File: config.mk
export PLATFORM = sky130hd
export DESIGN_NAME = pll_divisor_search
export DESIGN_NICKNAME = d
export VERILOG_FILES = /design/src/hw/rtl/pds_pkg.sv /design/src/hw/rtl/pds_divider.sv /design/src/hw/rtl/pds_datapath.sv /design/src/hw/rtl/pds_ctrl.sv /design/src/hw/rtl/pll_divisor_search.sv
export SDC_FILE = /design/constraint.sdc
export NUM_CORES = 1
export LEC_CHECK = 0
export BUFFER_PORTS_ARGS = -buffer_cell sky130_fd_sc_hd__buf_2
export CAP_MARGIN = 30
export CORE_MARGIN = 4
export CORE_UTILIZATION = 62
export DETAILED_ROUTE_END_ITERATION = 6
export GPL_TIMING_DRIVEN = 0
export PLACE_DENSITY = 0.82
export SLEW_MARGIN = 10
export SYNTH_ARGS = -nofsm -noshare
export SYNTH_HDL_FRONTEND = slang
export SYNTH_HIERARCHICAL = 1
export SYNTH_SLANG_ARGS = --single-unit
File: constraint.sdc
create_clock -name i_clk -period 7.5 [get_ports i_clk]
set_input_delay 0.75 -clock i_clk [delete_from_list [all_inputs] [get_ports i_clk]]
set_output_delay 0.75 -clock i_clk [all_outputs]
set_load 0.01 [all_outputs]
File: src/hw/rtl/pds_pkg.sv
package pds_pkg;

    localparam int REF_W      = 28;
    localparam int TARGET_W   = 32;
    localparam int DOT_W      = 29;
    localparam int M_W        = 7;
    localparam int PROD_W     = REF_W + M_W;
    localparam int DIVISOR_W  = 7;
    localparam int DIV_CNT_W  = $clog2(PROD_W + 1);

    localparam logic [REF_W-1:0]    REF_RESET  = 28'd96000000;
    localparam logic [PROD_W-1:0]   DOT_MIN    = 35'd20000000;
    localparam logic [PROD_W-1:0]   DOT_MAX    = 35'd400000000;
    localparam logic [PROD_W-1:0]   VCO_MIN    = 35'd1400000000;
    localparam logic [PROD_W-1:0]   VCO_MAX    = 35'd2800000000;
    localparam logic [TARGET_W-1:0] DIFF_LIMIT = 32'hffff_ffff;

    localparam logic [3:0] N_MIN    = 4'd3;
    localparam logic [3:0] N_MAX    = 4'd8;
    localparam logic [4:0] M1_MIN   = 5'd10;
    localparam logic [4:0] M1_MAX   = 5'd20;
    localparam logic [3:0] M2_MIN   = 4'd5;
    localparam logic [3:0] M2_MAX   = 4'd9;
    localparam logic [3:0] P1_MIN   = 4'd1;
    localparam logic [3:0] P1_MAX   = 4'd8;
    localparam logic [3:0] P2_FIXED = 4'd10;
    localparam logic [M_W-1:0] M_MIN = 7'd70;
    localparam logic [M_W-1:0] M_MAX = 7'd120;
    localparam logic [M_W-1:0] P_MIN = 7'd5;
    localparam logic [M_W-1:0] P_MAX = 7'd80;

    // register byte address bit that selects the register index
    localparam int ADDR_W = 3;
    localparam logic REG_REF_CLK = 1'b0;

    typedef enum logic [3:0] {
        S_IDLE,
        S_MCHK,
        S_VDIV_GO,
        S_VDIV_WAIT,
        S_VCHK,
        S_DDIV_GO,
        S_DDIV_WAIT,
        S_EVAL,
        S_STEP_M,
        S_DONE
    } t_state;

    typedef struct packed {
        logic init;
        logic vdiv_start;
        logic vload;
        logic ddiv_start;
        logic step_p;
        logic step_m;
        logic take;
        logic publish;
    } t_dp_cmd;

    typedef struct packed {
        logic m_ok;
        logic div_done;
        logic vco_ok;
        logic dot_ok;
        logic exact;
        logic better;
        logic last_p;
        logic last_combo;
        logic out_free;
    } t_dp_status;

    function automatic logic [DIVISOR_W-1:0] post_div(input logic [3:0] p1);
        return DIVISOR_W'(p1) * DIVISOR_W'(P2_FIXED);
    endfunction

endpackage

File: src/hw/rtl/pds_divider.sv
module pds_divider (
    input  logic                          i_clk,
    input  logic                          i_rst_n,
    input  logic                          i_start,
    input  logic [pds_pkg::PROD_W-1:0]    i_dividend,
    input  logic [pds_pkg::DIVISOR_W-1:0] i_divisor,
    output logic                          o_done,
    output logic [pds_pkg::PROD_W-1:0]    o_quotient
);
    import pds_pkg::*;

    logic [DIV_CNT_W-1:0] r_cnt, n_cnt;
    logic [PROD_W-1:0]    r_quo, n_quo;
    logic [DIVISOR_W-1:0] r_rem, n_rem;
    logic [DIVISOR_W-1:0] r_div;
    logic [DIVISOR_W:0]   w_rem_sh;
    logic [DIVISOR_W:0]   w_rem_sub;
    logic                 w_ge;

    // restoring division, one quotient bit per cycle
    always_comb begin
        w_rem_sh  = {r_rem, r_quo[PROD_W-1]};
        w_ge      = (w_rem_sh >= {1'b0, r_div});
        w_rem_sub = w_rem_sh - {1'b0, r_div};
        n_cnt = r_cnt;
        n_quo = r_quo;
        n_rem = r_rem;
        if (i_start) begin
            n_cnt = DIV_CNT_W'(PROD_W);
            n_quo = i_dividend;
            n_rem = '0;
        end else if (r_cnt != '0) begin
            n_cnt = r_cnt - 1'b1;
            n_quo = {r_quo[PROD_W-2:0], w_ge};
            n_rem = w_ge ? w_rem_sub[DIVISOR_W-1:0] : w_rem_sh[DIVISOR_W-1:0];
        end
    end

    always_ff @(posedge i_clk) begin
        if (!i_rst_n) begin
            r_cnt <= '0;
        end else begin
            r_cnt <= n_cnt;
        end
    end

    always_ff @(posedge i_clk) begin
        r_quo <= n_quo;
        r_rem <= n_rem;
        if (i_start) begin
            r_div <= i_divisor;
        end
    end

    assign o_done     = (r_cnt == '0);
    assign o_quotient = r_quo;

endmodule

File: src/hw/rtl/pds_datapath.sv
module pds_datapath (
    input  logic                         i_clk,
    input  logic                         i_rst_n,
    input  pds_pkg::t_dp_cmd             i_cmd,
    output pds_pkg::t_dp_status          o_status,
    input  logic [pds_pkg::REF_W-1:0]    i_ref_clk,
    input  logic [pds_pkg::TARGET_W-1:0] i_target_hz,
    input  logic                         i_out_stall,
    output logic                         o_out_valid,
    output logic                         o_found,
    output logic [3:0]                   o_div_n,
    output logic [4:0]                   o_div_m1,
    output logic [3:0]                   o_div_m2,
    output logic [3:0]                   o_div_p1,
    output logic [3:0]                   o_div_p2,
    output logic [pds_pkg::DOT_W-1:0]    o_achieved_hz
);
    import pds_pkg::*;

    logic [TARGET_W-1:0]  r_target;
    logic [3:0]           r_n;
    logic [4:0]           r_m1;
    logic [3:0]           r_m2;
    logic [3:0]           r_p1;
    logic [PROD_W-1:0]    r_prod;
    logic [TARGET_W-1:0]  r_vco;
    logic                 r_vco_ok;
    logic [TARGET_W-1:0]  r_best_diff;
    logic [3:0]           r_bn;
    logic [4:0]           r_bm1;
    logic [3:0]           r_bm2;
    logic [3:0]           r_bp1;
    logic [DOT_W-1:0]     r_best_dot;
    logic                 r_have;
    logic                 r_out_valid;

    logic [M_W-1:0]       w_m;
    logic [M_W-1:0]       w_p;
    logic                 w_div_start;
    logic [PROD_W-1:0]    w_dividend;
    logic [DIVISOR_W-1:0] w_divisor;
    logic                 w_div_done;
    logic [PROD_W-1:0]    w_quo;
    logic [TARGET_W-1:0]  w_dot;
    logic [TARGET_W-1:0]  w_diff;

    assign w_m = (M_W'(r_m1) << 2) + M_W'(r_m1) + M_W'(r_m2);
    assign w_p = post_div(r_p1);

    // the shared divider does ref*m/n first, then vco/p for each p1
    assign w_div_start = i_cmd.vdiv_start | i_cmd.ddiv_start;
    assign w_dividend  = i_cmd.vdiv_start ? r_prod : PROD_W'(r_vco);
    assign w_divisor   = i_cmd.vdiv_start ? DIVISOR_W'(r_n) : w_p;

    pds_divider u_div (
        .i_clk      (i_clk),
        .i_rst_n    (i_rst_n),
        .i_start    (w_div_start),
        .i_dividend (w_dividend),
        .i_divisor  (w_divisor),
        .o_done     (w_div_done),
        .o_quotient (w_quo)
    );

    assign w_dot  = w_quo[TARGET_W-1:0];
    assign w_diff = w_dot - r_target;

    always_comb begin
        o_status.m_ok       = (r_m1 > 5'(r_m2)) && (w_m >= M_MIN) && (w_m <= M_MAX)
                              && (w_p >= P_MIN) && (w_p <= P_MAX);
        o_status.div_done   = w_div_done;
        o_status.vco_ok     = r_vco_ok;
        o_status.dot_ok     = (w_quo >= DOT_MIN) && (w_quo <= DOT_MAX);
        o_status.exact      = (w_dot == r_target);
        o_status.better     = (w_dot > r_target) && (w_diff < r_best_diff);
        o_status.last_p     = (r_p1 == P1_MIN);
        o_status.last_combo = (r_n == N_MAX) && (r_m1 == M1_MIN) && (r_m2 == M2_MIN);
        o_status.out_free   = !r_out_valid || !i_out_stall;
    end

    always_ff @(posedge i_clk) begin
        r_prod <= PROD_W'(i_ref_clk) * PROD_W'(w_m);
        if (i_cmd.init) begin
            r_target    <= i_target_hz;
            r_n         <= N_MIN;
            r_m1        <= M1_MAX;
            r_m2        <= M2_MAX;
            r_p1        <= P1_MAX;
            r_best_diff <= DIFF_LIMIT;
            r_bn        <= '0;
            r_bm1       <= '0;
            r_bm2       <= '0;
            r_bp1       <= '0;
            r_best_dot  <= '0;
            r_have      <= 1'b0;
        end
        if (i_cmd.vload) begin
            r_vco    <= w_quo[TARGET_W-1:0];
            r_vco_ok <= (w_quo >= VCO_MIN) && (w_quo <= VCO_MAX);
        end
        if (i_cmd.step_p) begin
            r_p1 <= r_p1 - 1'b1;
        end
        if (i_cmd.step_m) begin
            r_p1 <= P1_MAX;
            if (r_m2 == M2_MIN) begin
                r_m2 <= M2_MAX;
                if (r_m1 == M1_MIN) begin
                    r_m1 <= M1_MAX;
                    r_n  <= r_n + 1'b1;
                end else begin
                    r_m1 <= r_m1 - 1'b1;
                end
            end else begin
                r_m2 <= r_m2 - 1'b1;
            end
        end
        if (i_cmd.take) begin
            r_best_diff <= w_diff;
            r_bn        <= r_n;
            r_bm1       <= r_m1;
            r_bm2       <= r_m2;
            r_bp1       <= r_p1;
            r_best_dot  <= w_dot[DOT_W-1:0];
            r_have      <= 1'b1;
        end
        if (i_cmd.publish) begin
            o_found       <= r_have;
            o_div_n       <= r_bn;
            o_div_m1      <= r_bm1;
            o_div_m2      <= r_bm2;
            o_div_p1      <= r_bp1;
            o_div_p2      <= r_have ? P2_FIXED : 4'd0;
            o_achieved_hz <= r_best_dot;
        end
    end

    always_ff @(posedge i_clk) begin
        if (!i_rst_n) begin
            r_out_valid <= 1'b0;
        end else if (i_cmd.publish) begin
            r_out_valid <= 1'b1;
        end else if (!i_out_stall) begin
            r_out_valid <= 1'b0;
        end
    end

    assign o_out_valid = r_out_valid;

endmodule

File: src/hw/rtl/pds_ctrl.sv
module pds_ctrl (
    input  logic                i_clk,
    input  logic                i_rst_n,
    input  logic                i_in_valid,
    output logic                o_in_stall,
    input  pds_pkg::t_dp_status i_status,
    output pds_pkg::t_dp_cmd    o_cmd,
    output pds_pkg::t_state     o_state
);
    import pds_pkg::*;

    t_state r_state, n_state;

    always_comb begin
        n_state = r_state;
        unique case (r_state)
            S_IDLE:      if (i_in_valid) n_state = S_MCHK;
            S_MCHK:      n_state = i_status.m_ok ? S_VDIV_GO : S_STEP_M;
            S_VDIV_GO:   n_state = S_VDIV_WAIT;
            S_VDIV_WAIT: if (i_status.div_done) n_state = S_VCHK;
            // vco does not depend on p1, so a bad vco rules out the whole row
            S_VCHK:      n_state = i_status.vco_ok ? S_DDIV_GO : S_STEP_M;
            S_DDIV_GO:   n_state = S_DDIV_WAIT;
            S_DDIV_WAIT: if (i_status.div_done) n_state = S_EVAL;
            S_EVAL: begin
                if (i_status.dot_ok && i_status.exact) begin
                    n_state = S_DONE;
                end else if (i_status.last_p) begin
                    n_state = S_STEP_M;
                end else begin
                    n_state = S_DDIV_GO;
                end
            end
            S_STEP_M:    n_state = i_status.last_combo ? S_DONE : S_MCHK;
            S_DONE:      if (i_status.out_free) n_state = S_IDLE;
            default:     n_state = S_IDLE;
        endcase
    end

    always_comb begin
        o_cmd      = '0;
        o_in_stall = 1'b1;
        unique case (r_state)
            S_IDLE: begin
                o_in_stall = 1'b0;
                o_cmd.init = i_in_valid;
            end
            S_VDIV_GO:   o_cmd.vdiv_start = 1'b1;
            S_VDIV_WAIT: o_cmd.vload = i_status.div_done;
            S_DDIV_GO:   o_cmd.ddiv_start = 1'b1;
            S_EVAL: begin
                o_cmd.take   = i_status.dot_ok && (i_status.exact || i_status.better);
                o_cmd.step_p = !(i_status.dot_ok && i_status.exact) && !i_status.last_p;
            end
            S_STEP_M:    o_cmd.step_m = 1'b1;
            S_DONE:      o_cmd.publish = i_status.out_free;
            default: begin
                o_cmd = '0;
            end
        endcase
    end

    always_ff @(posedge i_clk) begin
        if (!i_rst_n) begin
            r_state <= S_IDLE;
        end else begin
            r_state <= n_state;
        end
    end

    assign o_state = r_state;

endmodule

File: src/hw/rtl/pll_divisor_search.sv
// channel   direction  handshake                    word
// in        input      i_in_valid / o_in_stall      i_target_hz
// out       output     o_out_valid / i_out_stall    o_found, o_div_*, o_achieved_hz
// cfg       apb        psel/penable/pwrite/pready   reference_clock_hz at byte 0
//
// one word at a time; a search is paced by the single shared radix-2 divider:
// one vco per n/m1/m2 row that passes the m check, one dot clock per p1 where
// the vco is in range; an exact match ends it early
// the next word is taken as soon as a result is loaded, even if it waits on i_out_stall
// reset is synchronous and active low; reference clock resets to 96 MHz
module pll_divisor_search (
    input  logic                                i_clk,
    input  logic                                i_rst_n,
    input  logic                                i_in_valid,
    output logic                                o_in_stall,
    input  logic [31:0]                         i_target_hz,
    output logic                                o_out_valid,
    input  logic                                i_out_stall,
    output logic                                o_found,
    output logic [3:0]                          o_div_n,
    output logic [4:0]                          o_div_m1,
    output logic [3:0]                          o_div_m2,
    output logic [3:0]                          o_div_p1,
    output logic [3:0]                          o_div_p2,
    output logic [28:0]                         o_achieved_hz,
    input  logic                                psel,
    input  logic                                penable,
    input  logic                                pwrite,
    input  logic [pds_pkg::ADDR_W-1:0]          paddr,
    input  logic [31:0]                         pwdata,
    output logic [31:0]                         prdata,
    output logic                                pready
);
    import pds_pkg::*;

    logic [REF_W-1:0] r_ref_clk;
    t_dp_cmd          w_cmd;
    t_dp_status       w_status;
    t_state           w_state;

    assign pready = 1'b1;

    always_ff @(posedge i_clk) begin
        if (!i_rst_n) begin
            r_ref_clk <= REF_RESET;
        end else if (psel && penable && pwrite && pready
                     && (paddr[ADDR_W-1] == REG_REF_CLK)) begin
            r_ref_clk <= pwdata[REF_W-1:0];
        end
    end

    assign prdata = (paddr[ADDR_W-1] == REG_REF_CLK) ? 32'(r_ref_clk) : 32'd0;

    pds_ctrl u_ctrl (
        .i_clk      (i_clk),
        .i_rst_n    (i_rst_n),
        .i_in_valid (i_in_valid),
        .o_in_stall (o_in_stall),
        .i_status   (w_status),
        .o_cmd      (w_cmd),
        .o_state    (w_state)
    );

    pds_datapath u_dp (
        .i_clk         (i_clk),
        .i_rst_n       (i_rst_n),
        .i_cmd         (w_cmd),
        .o_status      (w_status),
        .i_ref_clk     (r_ref_clk),
        .i_target_hz   (i_target_hz),
        .i_out_stall   (i_out_stall),
        .o_out_valid   (o_out_valid),
        .o_found       (o_found),
        .o_div_n       (o_div_n),
        .o_div_m1      (o_div_m1),
        .o_div_m2      (o_div_m2),
        .o_div_p1      (o_div_p1),
        .o_div_p2      (o_div_p2),
        .o_achieved_hz (o_achieved_hz)
    );

    // a word taken in starts a search, so the input stalls next cycle
    a_stall_after_accept: assert property (@(posedge i_clk) disable iff (!i_rst_n)
        (i_in_valid && !o_in_stall) |=> o_in_stall)
        else $error("input not stalled during search");

    // publishing only happens from the done state
    a_publish_in_done: assert property (@(posedge i_clk) disable iff (!i_rst_n)
        w_cmd.publish |-> (w_state == S_DONE))
        else $error("result loaded outside done state");

    a_not_found_zero: assert property (@(posedge i_clk) disable iff (!i_rst_n)
        (o_out_valid && !o_found) |-> (o_div_n == 4'd0) && (o_div_m1 == 5'd0)
            && (o_div_p2 == 4'd0) && (o_achieved_hz == 29'd0))
        else $error("not-found result carries nonzero fields");

    a_found_legal: assert property (@(posedge i_clk) disable iff (!i_rst_n)
        (o_out_valid && o_found) |-> (o_div_p2 == P2_FIXED)
            && (o_div_m1 > 5'(o_div_m2))
            && (35'(o_achieved_hz) >= DOT_MIN) && (35'(o_achieved_hz) <= DOT_MAX))
        else $error("found result outside divisor or dot clock limits");

endmodule

==> results of run 1 <==
-- repair_timing --
| item | in CTS | in global routing |
|---|---|---|
| gates cloned | 0 | 0 |
| pin swaps | 0 | 5 |
| setup buffers | 0 | 3 |
| resized for setup | 8 | 39 |
| setup endpoints to repair | 55 | 98 |
-- power groups by stage --
stage	combinational (mW)	sequential (mW)	clock, mW
after floorplan	5.82	2.87	0
after global placement	7.20	3.07	0
after detailed placement	7.48	3.05	0
after CTS	7.53	3.01	1.85
after global routing	8.70	3.06	1.93
final	7.78	3.03	1.81
-- worst paths after layout --
check,startpoint,to,slack (ns),cells past startpoint
max,u_dp/r_m1[0]$_DFF_P_,u_dp/r_prod[34]$_DFF_P_,0.29,27
min,i_target_hz[10],u_dp/r_target[10]$_DFFE_PP_,0.37,1
max reg2reg,u_dp/r_m1[0]$_DFF_P_,u_dp/r_prod[34]$_DFF_P_,0.29,27
min reg2reg,u_dp/r_best_dot[1]$_SDFFCE_PN0P_,u_dp/o_achieved_hz[1]$_DFFE_PP_,0.42,0
-- per-layer routing --
layer  up-vias  GRT usage  routed length, um
met5         -          0                  0
met4         0     0.0672               1280
met3       112     0.0401               3570
met2       597      0.461              26100
met1      8112      0.356              21800
li1       7791          -                  -
-- area by class of cell --
cell class              count  area [um^2]
clock buffers              45          966
plain buffers              81          447
inverters                 312         1170
well taps                 468          586
clock inverters            23          244
flip-flops and latches    331         8990
fillers                  2602        10800
repair buffers            155          858
multi-input cells        1477        12400
-- registers in the layout, summed over array words and instances, names as in the netlist, 5 cells and up --
register / cells
u_dp/r_bm1: 5
u_dp/r_target: 32
u_dp/u_div/r_cnt: 6
u_dp/o_div_m1: 5
u_dp/u_div/o_quotient: 35
u_dp/u_div/r_rem: 7
u_dp/o_achieved_hz: 29
u_dp/r_best_diff: 32
u_dp/r_best_dot: 29
u_dp/r_vco: 32
u_dp/r_prod: 35
r_ref_clk: 28
u_dp/u_div/r_div: 7
u_dp/r_m1: 5
-- logic make-up (layout without fill, tap and decap cells) --
family	Yosys count	after routing	share of synthesized area
xor gates and xnor gates	69	69	0.0265
adders and majority gates	285	285	0.200
buffers and inverters	394	616	0.0701
other	3	7	0.000493
muxes	108	108	0.0516
DFF	331	331	0.393
AOI/OAI and AO/OA	314	314	0.0985
and+or+nand+nor	694	694	0.159
-- placed cells by master, fill, tap and decap left out, types with 8 or more instances in the layout --
master	netlist	final
sky130_fd_sc_hd__a21oi_2	5	8
sky130_fd_sc_hd__o21ai_0	57	55
sky130_fd_sc_hd__nor2_1	104	101
sky130_fd_sc_hd__nand2b_1	80	79
sky130_fd_sc_hd__clkbuf_1	47	44
sky130_fd_sc_hd__inv_1	311	309
sky130_fd_sc_hd__xor2_1	20	20
sky130_fd_sc_hd__a211oi_1	12	12
sky130_fd_sc_hd__nor3_1	34	32
sky130_fd_sc_hd__nand4_1	22	22
sky130_fd_sc_hd__clkinv_2	0	8
sky130_fd_sc_hd__fa_1	135	135
sky130_fd_sc_hd__buf_2	15	162
sky130_fd_sc_hd__nand3_1	22	22
sky130_fd_sc_hd__ha_1	150	146
sky130_fd_sc_hd__edfxtp_1	236	236
sky130_fd_sc_hd__mux2i_1	36	36
sky130_fd_sc_hd__and3_1	10	9
sky130_fd_sc_hd__xnor2_1	49	49
sky130_fd_sc_hd__nand2_1	179	177
sky130_fd_sc_hd__a21o_1	49	49
sky130_fd_sc_hd__nor4_1	11	10
sky130_fd_sc_hd__nor2b_1	77	77
sky130_fd_sc_hd__o21bai_1	11	11
sky130_fd_sc_hd__clkbuf_16	0	37
sky130_fd_sc_hd__dfxtp_1	95	94
sky130_fd_sc_hd__buf_4	11	15
sky130_fd_sc_hd__o21a_1	13	13
sky130_fd_sc_hd__a21oi_1	77	74
sky130_fd_sc_hd__and2_1	115	115
sky130_fd_sc_hd__mux2_2	69	69
sky130_fd_sc_hd__a31oi_1	8	8
-- through the flow --
stage	setup TNS [ns]	hold WS, ns
detailed placement	-8.16	0.405
global route	-0.128	0.351
global placement	-156.55	0.402
floorplan	0	0.400
finish	0	0.373
CTS	-0.0726	0.348
==> results by stage, run 1 <==
Drt:
- After the first detailed-routing iteration, the DRC count stood at 1,167.
- The average vias per placed instance is 5.74.
- The final layout contains routed wiring with a total length of 52.7 mm.
- The count of nets left with antenna violations once routing finished came out at 0.
- After detailed routing, the number of remaining DRC violations is 0.
- The detail-routed net length per standard cell is 18.2 um.
- Summing over every cut layer, the via total after detailed routing is 16,600.
- The iteration count of the initial detailed-routing pass is 5.

Power:
- In this run the power spent charging and discharging nets is 5.71 mW.
- The switching share of total power is 0.452.
- After layout, the design draws a total of 12.6 mW.
- Of the total power, registers draw 0.240.
- The static leakage is 11.4 nW.
- The combinational cell fraction of total power is 0.617.
- The proportion of power drawn by the clock network is 0.143.
- The power per unit of standard cell area is 491 nW/um^2.
- The internal power of the cells totals 6.91 mW.
- VDD sags by at most 581 uV.

Logic synthesis:
- Among all flip-flop cells after synthesis, the most frequent one is sky130_fd_sc_hd__edfxtp_1.
- The share of synthesized area in the top cell type comes to 0.310.
- Counting flops with a built-in enable in the synthesized netlist gives 236.
- The synthesized cell area is 22,800 um^2.
- The post-synthesis area per instance is 10.4 um^2.
- The most common cell in the synthesized netlist is sky130_fd_sc_hd__inv_1.
- The share of flip-flops with an asynchronous set or reset after synthesis is 0.
- The cell count after synthesis came out at 2,198.
- By area the synthesized netlist is led by sky130_fd_sc_hd__edfxtp_1 (31%), sky130_fd_sc_hd__fa_1 (12%), sky130_fd_sc_hd__dfxtp_1 (8.3%).
- The cell type contributing the most total cell area after synthesis is sky130_fd_sc_hd__edfxtp_1.
- The share of synthesized area occupied by flip-flops and latches is 0.393.
- Sorting the synthesized cells by how often they occur yields sky130_fd_sc_hd__inv_1 (311), sky130_fd_sc_hd__edfxtp_1 (236), sky130_fd_sc_hd__nand2_1 (179).
- The synthesized netlist contains 92 unique library cells.
- Yosys printed 6 warnings.
- The register bit total from synthesis is 331.

Placement:
- After detailed placement, the design holds a cell count of 2,821.
- The worst slack after detailed placement is -0.549 ns.
- The quantity of I/O buffers inserted on ports is 146.
- Once detailed placement completed, the half-perimeter wirelength came to 39.8 mm.
- After detailed placement, the total cell area comes to 24,300 um^2.
- Routability-driven placement finished with a final weighted congestion of 0.923.

Worst setup path:
- The path type of the worst setup path is register to register.
- The library cell contributing the largest single delay on the critical path is sky130_fd_sc_hd__fa_1.
- The startpoint class of the critical path is a register.
- STA puts the critical path data arrival time at 7.67 ns.
- The worst endpoint required time is 7.96 ns.
- The critical path's largest stage delay is 0.61 ns.
- In this run the worst path has a maximum fanout of 10.
- The cell family with the largest share of critical-path delay is adder cells.
- The critical path endpoint category is a register.
- The number of buffers and inverters on the critical path is 7.

Outcome:
- The flow ran to the end, and the final reports show no timing, DRC or antenna violations.

Layout:
- The core utilization of the finished layout is 0.704.
- The number of antenna diodes in the final layout is 0.
- In the final layout, the share of cells above drive strength 1 is 0.160.
- The count of nets after finishing is 2,754.
- The area overhead of the layout relative to synthesis is 12.4%.
- Excluding fillers, the count of instances in the completed layout stands at 2,892.
- The finished cells cover 25,700 um^2.

Global route:
- The via count of the first global-routing pass is 17,000.
- Entering global routing, the biggest net connects 44 pins.
- The initial antenna violation count is 0.
- The first global-routing pass estimated 85.8 mm of wire.
- The overall track demand over capacity in global routing is 0.266.
- The total overflow reported by the global router is 0.

Job:
- Across the run, the number of max-cap violations was 0.

Floorplanning:
- The floorplan step set the die height to 200 um.
- The placeable core region is 36,400 um^2.
- The die is 200 um wide.
- The initial utilization of the core area, before any placement, comes to 0.627.
- The area enclosed by the die boundary is 40,000 um^2.
- The number of top-level design ports is 160.
- The floorplan has 70 rows.

STA:
- Of the available clock period, the critical path in the final layout requires 0.961.
- The final number of max-transition violations is 0.
- For the finished layout, the period the worst path requires is 7.21 ns.
- The worst path meets setup with 0.289 ns of slack.
- The transition time of the tightest slew-check pin is 0.999 ns.
- The setup violation total in the final timing report is 0.
- The worst clock skew on the final layout is 0.0133 ns.
- The relative slew slack is 0.329.
- The maximum frequency from static timing analysis is 0.139 GHz.
- The number of failing hold endpoints at the final stage was 0.

Clock tree:
- In this run the clock root is driven by a sky130_fd_sc_hd__clkbuf_16.
- The number of sinks driven by the clock tree is 331.
- The number of buffers on the longest clock path is 3.
- In this run, CTS created clock tree buffers numbering 37.
- Clock-pin slew was measured on the worst setup and hold paths at 0.06 ns.
- The cts-stage hold buffer count is 0.
- The clock tree from TritonCTS is built.
- The clock insertion delay at the later pin of the skew report is 0.55 ns.
- The H-tree depth is 2.

Worst hold path:
- The worst hold path class is input port to register.
Note: power is estimated with default switching activity, not from simulation.
==> run 2: changes to the inputs <==
Settings changed: CORE_ASPECT_RATIO set to 0.6, CTS_CLUSTER_DIAMETER set to 120.
==> run 2 against run 1 <==
Register-to-register slack lost 0.04 ns; largest power group unchanged; clock power is 13% lower; sequential share of layout area grew 0.24 points; clock-buffer cell count is 2 lower; highest routed layer unchanged; maximum frequency is 0.50% lower.
==> results by stage, run 2 (synthesis gave the netlist of run 1 again) <==
Power:
- The worst vdd rail ir drop is 635 uV.
- Summed over all cells, the static leakage comes to 11.3 nW.
- For this design the ratio of total power to cell area is 483 nW/um^2.

Layout:
- The area overhead of the layout relative to synthesis is 11.6%.
- The commonest non-fill, non-tap cell in the layout is sky130_fd_sc_hd__inv_1.
- The count of nets after finishing is 2,753.
- In the final layout, the share of cells above drive strength 1 is 0.159.
- Summing all non-filler instances in the final layout gives an area of 25,500 um^2.
- Leaving out fill and tap cells, the most frequent cells in the layout are sky130_fd_sc_hd__inv_1 (309), sky130_fd_sc_hd__edfxtp_1 (236), sky130_fd_sc_hd__nand2_1 (177), sky130_fd_sc_hd__buf_2 (162), sky130_fd_sc_hd__ha_1 (150).
- The core utilization of the finished layout is 0.702.

Worst setup path:
- The timing endpoint of the critical path is u_dp/r_prod[34]$_DFF_P_.
- Across all register-to-register paths, the minimum setup slack is 0.25 ns.
- The worst endpoint required time is 7.96 ns.
- The setup path with the least slack is of type register to register.
- On the critical path, the stage with the largest delay is an instance of sky130_fd_sc_hd__fa_1.
- Data on the critical path arrives at its endpoint at 7.70 ns.
- The destination of the worst register-to-register timing path is u_dp/r_prod[34]$_DFF_P_.
- The critical path's largest stage delay is 0.55 ns.
- In this run the worst path has a maximum fanout of 10.
- The critical register-to-register path startpoint is u_dp/r_m2[2]$_SDFFCE_PP0P_.
- In this run the worst setup path begins at u_dp/r_m2[2]$_SDFFCE_PP0P_.
- The length in cells of the worst reg-to-reg path is 28.
- The startpoint class of the critical path is a register.
- The critical path endpoint category is a register.

Job:
- The max-capacitance violation count is 0.

Clock tree:
- The root buffer cell is sky130_fd_sc_hd__clkbuf_16.
- Clock tree synthesis found a total of 331 sinks.
- The number of buffers inserted during clock tree synthesis is 31.
- The H-tree depth is 1.
- The clock input transition at the sequential cells of the worst setup and hold paths is 0.07 ns.
- The later pin in the worst-skew pair is clocked with a latency of 0.60 ns.
- The clock tree from TritonCTS is built.
- Counting along the longest clock path gives a buffer depth of 3.

STA:
- The number of failing hold endpoints at the final stage is 0.
- Based on the critical path, the design can be clocked at up to 0.138 GHz.
- After layout, the minimum clock period comes to 7.25 ns.
- The final number of max-transition violations came to 0.
- Headroom to the max-slew limit came out at 0.302.
- The worst clock skew on the final layout is 0.0304 ns.
- The transition time of the tightest slew-check pin is 1.04 ns.
- Dividing the final minimum period by the clock period gives 0.966.
- The sum of negative setup slack is 0 ns.
- Setup violations remaining at the end of the flow were counted as 0.

Placement:
- The congestion estimate from routability-driven global placement came to 0.936.
- The instance area at placement is 24,300 um^2.
- The final HPWL from detailed placement is 42.0 mm.
- Port buffering added 146 buffers.

Drt:
- For this run, design rule violations remaining after detail routing come to 0.
- The total length of routed wires is 54.7 mm.
- The iteration count of the initial detailed-routing pass is 5.
- Across all layers, the routed design uses 16,700 vias.
- The iteration-0 DRC count of the detailed router is 1,551.
- After detailed routing, the number of vias per cell comes to 5.77.
- In this run the remaining antenna-violating nets after routing total 0.
- The detail-routed net length per standard cell is 18.9 um.

Global route:
- The met1 usage in global routing is 0.402.
- For this run, global-route usage on met2 was measured as 0.415.
- met2 is the most crowded layer.
- The via count of the first global-routing pass came to 16,500.
- The wire length of the first global-routing pass is 87.7 mm.
- The initial antenna violation count was 2.
- The largest net degree at the start of global routing is 61.
- The met3 track demand over resource in global routing is 0.0645.
- The total overflow reported by the global router is 0.
- For this run, the total global-route usage over all layers was measured as 0.273.

Floorplanning:
- The initialized floorplan defines 54 standard-cell rows.
- The initial core utilization is 0.628.
- The die extent in x is 256 um.
- After floorplanning, the core was sized to cover 36,300 um^2.
- The number of top-level design ports is 160.
- The area enclosed by the die boundary is 40,100 um^2.
- The height of the die is 157 um.

Outcome:
- The run finished with clean final reports.

Worst hold path:
- The launch point of the worst hold path is i_target_hz[6].
- The tightest min-delay check is of the input port to register type.
## run 2: power breakdown
group	switching, mW	internal, mW
registers	0.430	2.62
logic	4.50	3.18
clock network	0.699	0.875
total	5.63	6.68
## run 2: worst min path at each step
stage / depth (start not counted) / to
2_1_floorplan: 0 / u_dp/o_achieved_hz[0]$_DFFE_PP_
3_3_place_gp: 0 / u_dp/o_achieved_hz[27]$_DFFE_PP_
3_5_place_dp: 0 / u_dp/o_achieved_hz[12]$_DFFE_PP_
4_1_cts: 1 / u_dp/r_target[6]$_DFFE_PP_
5_1_grt: 1 / u_dp/r_target[6]$_DFFE_PP_
6_report: 1 / u_dp/r_target[6]$_DFFE_PP_
## run 2: stage by stage
stage | hold WS, ns | total power, mW | worst slack, ns | std cells
6_report | 0.328 | 12.3 | 0.253 | 2896
5_1_grt | 0.313 | 13.4 | -0.0897 | 2896
4_1_cts | 0.308 | 12.1 | 0.0000568 | 2887
3_5_place_dp | 0.405 | 10.4 | -0.751 | 2829
3_3_place_gp | 0.403 | 10.2 | -2.03 | 2824
2_1_floorplan | 0.400 | 8.69 | 0.645 | 2202
## run 2: layout make-up
type	instances	area (um^2)
timing repair buffer	161	911
fill	2680	10900
antenna	1	2.50
multi-input combinational	1477	12400
clock buffer	43	861
tap	476	596
buffer	80	457
clock inverter	15	148
inverter	312	1170
sequential	331	8990
## run 2: critical path: cells and delay by family (launching register included)
family                     cells  cell delay [ns]
AOI/OAI and AO/OA              8             1.63
and+or+nand+nor                5             0.78
adders and majority gates      7             3.33
xor gates and xnor gates       1             0.21
DFF                            1             0.40
buffers and inverters          7             0.76
## run 2: timing repair
item | in CTS | in global routing
setup buffers | 0 | 9
pin swaps | 1 | 6
hold buffers | 0 | 0
setup endpoints to repair | 52 | 103
resized for setup | 16 | 33
## run 2: metal layers
metal  routed length (um)  part of all wire
met4                 1390             0.025
met3                 5620              0.10
met2                23400              0.43
met1                24300              0.44
met5                    0                 0
